### src/rtl/fatd_pkg.sv
// ----------------------------------------------------------------------------
// fatd_pkg
// Shared types, constants and helpers of the flip-aware tile catalog.
// ----------------------------------------------------------------------------
`default_nettype none
package fatd_pkg;

	localparam int MAX_ENTRIES_DEF = 256;
	localparam int ROWS_PER_TILE   = 8;
	localparam int ROW_W           = 64;
	localparam int NUM_LANES       = 4;
	localparam int COUNT_W         = 32;

	localparam logic [COUNT_W-1:0] COUNT_MAX = 32'hFFFF_FFFF;

	localparam logic CMD_ROW   = 1'b0;
	localparam logic CMD_CLEAR = 1'b1;

	localparam logic [1:0] FLIP_NONE = 2'd0;
	localparam logic [1:0] FLIP_X    = 2'd1;
	localparam logic [1:0] FLIP_Y    = 2'd2;
	localparam logic [1:0] FLIP_XY   = 2'd3;

	typedef logic [ROW_W-1:0]     row_t;
	typedef logic [NUM_LANES-1:0] lane_vec_t;

	typedef struct packed {
		logic       hit;
		logic [1:0] flip;
	} merge_res_t;

	typedef enum logic [3:0] {
		ST_IDLE,
		ST_SEARCH,
		ST_CHECK,
		ST_EVAL,
		ST_MISS,
		ST_STORE,
		ST_CNT_RD,
		ST_CNT_WR,
		ST_PUB
	} state_t;

	// Reverse the order of the eight pixels of one row.
	function automatic row_t mirror_row(input row_t r);
		row_t o;
		for (int k = 0; k < 8; k++) begin
			o[k*8 +: 8] = r[(7-k)*8 +: 8];
		end
		return o;
	endfunction

endpackage
`default_nettype wire

### src/rtl/fatd_lane.sv
// ----------------------------------------------------------------------------
// fatd_lane
// One compare lane: tracks whether a stored entry, under one flip, equals the
// incoming tile, one row per cycle while en is high.
// ----------------------------------------------------------------------------
`default_nettype none
module fatd_lane #(
	parameter bit MIRROR = 1'b0
) (
	input  wire              clk,
	input  wire              arst_n,
	input  wire              en,
	input  wire              first,
	input  wire fatd_pkg::row_t stored,
	input  wire fatd_pkg::row_t incoming,
	output logic             match
);
	import fatd_pkg::*;

	row_t cand;
	logic eq;
	logic match_q;

	assign cand  = MIRROR ? mirror_row(stored) : stored;
	assign eq    = (cand == incoming);
	assign match = match_q;

	// The first row restarts the running AND for a new entry.
	always_ff @(posedge clk or negedge arst_n) begin
		if (!arst_n) begin
			match_q <= 1'b0;
		end else if (en) begin
			match_q <= (first ? 1'b1 : match_q) & eq;
		end
	end
endmodule
`default_nettype wire

### config.mk
export PLATFORM = sky130hd
export DESIGN_NAME = fatd_lane
export DESIGN_NICKNAME = d
export VERILOG_FILES = /design/src/rtl/fatd_pkg.sv /design/src/rtl/fatd_lane.sv
export SDC_FILE = /design/constraint.sdc
export NUM_CORES = 1
export LEC_CHECK = 0
export ABC_AREA = 1
export BUFFER_PORTS_ARGS = -buffer_cell sky130_fd_sc_hd__buf_2
export CAP_MARGIN = 25
export CELL_PAD_IN_SITES_DETAIL_PLACEMENT = 0
export CELL_PAD_IN_SITES_GLOBAL_PLACEMENT = 1
export CORE_MARGIN = 3
export CORE_UTILIZATION = 21
export DETAILED_ROUTE_END_ITERATION = 16
export MAX_ROUTING_LAYER = met4
export PLACE_DENSITY_LB_ADDON = 0.1
export SETUP_SLACK_MARGIN = 0.5
export SYNTH_ARGS = -nofsm -noshare
export SYNTH_HDL_FRONTEND = slang
export SYNTH_SLANG_ARGS = --single-unit
### constraint.sdc
create_clock -name clk -period 0.95 [get_ports clk]
set_input_delay 0 -clock clk [delete_from_list [all_inputs] [get_ports clk]]
set_output_delay 0 -clock clk [all_outputs]
set_load 0.02 [all_outputs]
==> metrics.yaml <==
cp-start-kind: "input pin"
mappedNetlistNets: 460
grt_overflow: 0
yosys_register_bits: 1
critical_path_class: "input pin to flip-flop"
vdd_drop_max_v: 0.000113
yosysWarnings: 0
n_antenna_cell: 0
min_period_over_period_pct: 100
port_buffers: 132
maxCapViolations: 0
grt_pass1_vias: 1692
synth_commonest_cells: "nand2_1, inv_1, nor2_1"
worstSetupEndpointType: "flip-flop"
dp_hpwl_um: 3740
synth_top_cell_by_area: "nand2_1"
ys_types: 7
hold_path.class: "input pin to flip-flop"
status: "finished, violations left"
yosysSeqAreaShare_pct: 1.91
yosysMostFrequentCell: "nand2_1"
min_from: "en"
ant_nets: 0
rsz0062_at_grt: "yes"
ff2ff_path_depth: 2
setup_viol: 1
synth_edf_count: 0
power.leakage_nw: 1.61
async_flop_share_pct: 100
cp-startpoint: "incoming[9]"
fmax_mhz: 1050
nFillCells: 720
r2r_slack_ps: 280
start_util_pct: 21.8
routedWlPerCell_um: 7.33
synthDominantCellAreaShare_pct: 42.2
first_pass_iters: 4
cts_setup_buffers: 0
fp.dieW_um: 84.9
io_pins: 133
r2r-end: "match"
netlist_instances: 328
slew_headroom_pct: 90.6
gp_congestion: 0.720
post-route-drc-count: 0
crit_end: "match"
drtIter0Drc: 30
synth.cell_area_sq_um: 1310
drv_slew: 0
multiInputGateArea_sq_um: 970
p_total_mw: 0.748
path_clk_slew_ps: 0
vias: 1954
syn_avg_cell_area_sq_um: 3.99
period_needed_ps: 952
core-area_sq_um: 5990
clk_latency_ps: 0
grt_max_degree: 3
cellPowerDensity_nw_per_um2: 354
violations: "negative setup slack"
setup_slack_ps: -1.84
antenna_found_initial: 0
synth-main-ff-cell: "dfrtp_1"
largest_reg_flops: 1
rows: 28
grtUsageTotal_pct: 10.2
area_delta_synth_final_pct: 61.3
vias_per_cell: 3.65
tightest_slew_ps: 141
dp_cells: 535
fin_util_pct: 35.2
drive_above_1_share_pct: 31.0
grt_pass1_wl_um: 6320
totalWireLength_um: 3930
synthTopCellsByArea: "nand2_1, inv_1, nor2_1, xor2_1, dfrtp_1"
required_ps: 870
seq_area_sq_um: 26.3
final_net_count: 595
die-area_sq_um: 7220
fin_cells: 536
worstPathArrival_ps: 870
r2r-start: "match"
die_y_um: 84.9
hold_slack_ps: 202
hold_violations: 0
critPathMaxFanout: 2
finClkSkew_ps: 0
## placed cells by master, fill, tap and decap left out
cell	n
a21oi_2	2
buf_2	130
buf_6	2
dfrtp_2	1
dlygate4sd3_1	1
inv_1	90
nand2_1	147
nor2_1	70
nor2_2	8
xor2_1	10
## kinds of logic after synthesis
kind of cell              share of synthesized area, %
buffers and inverters                             25.8
and+or+nand+nor                                   64.5
xor gates and xnor gates                          6.69
AOI/OAI and AO/OA                                 1.05
DFF                                               1.91
## cell type report
class,count,area share (%)
timing repair buffer,133,32.4
tap,75,4.45
inverter,90,16.0
sequential,1,1.24
multi-input combinational,237,45.9
## per-stage QoR
| stage | setup TNS (ps) | instance area, sq um | setup WS (ps) |
|---|---|---|---|
| after floorplan | 0 | 1310 | 242 |
| after global placement | -60.8 | 2070 | -60.8 |
| after detailed placement | -79.4 | 2070 | -79.4 |
| after CTS | -19.7 | 2100 | -19.7 |
| after global routing | -147 | 2110 | -147 |
| final | -1.84 | 2110 | -1.84 |
## worst min-delay path by stage
stage | end | cells after the start | slack [ps]
floorplan | match | 0 | -300
global placement | match | 1 | -220
detailed placement | match | 1 | -220
CTS | match | 2 | 210
global route | match | 2 | 220
finish | match | 2 | 200
## power breakdown
group | switching [mW] | total, mW | leakage (nW) | internal, mW
sequential | 0.00249 | 0.0492 | 0.0117 | 0.0467
combinational | 0.333 | 0.699 | 1.60 | 0.366
clock | 0 | 0 | 0 | 0
total | 0.335 | 0.748 | 1.61 | 0.413
## per-layer routing
metal / track usage (%) / up-vias / wire [um]
li1: - / 1164 / -
met5: - / - / 0
met2: 18.6 / 69 / 1870
met4: 0 / 0 / 0
met3: 1.26 / 0 / 343
met1: 12.7 / 721 / 1710
## worst max-delay path: stages
cell and delay, ps:
buf_2 110, nor2_2 90, nor2_1 50, nor2_1 70, nand2_1 70, nor2_2 110, nand2_1 70, nor2_2 120
nand2_1 70, a21oi_2 100
## repair_timing
item	in CTS	in global routing
hold endpoints to repair	1	0
hold buffers	1	0
resized for setup	5	6
pin swaps	1	6
setup endpoints to repair	2	2
(Power assumes the default switching activity.)
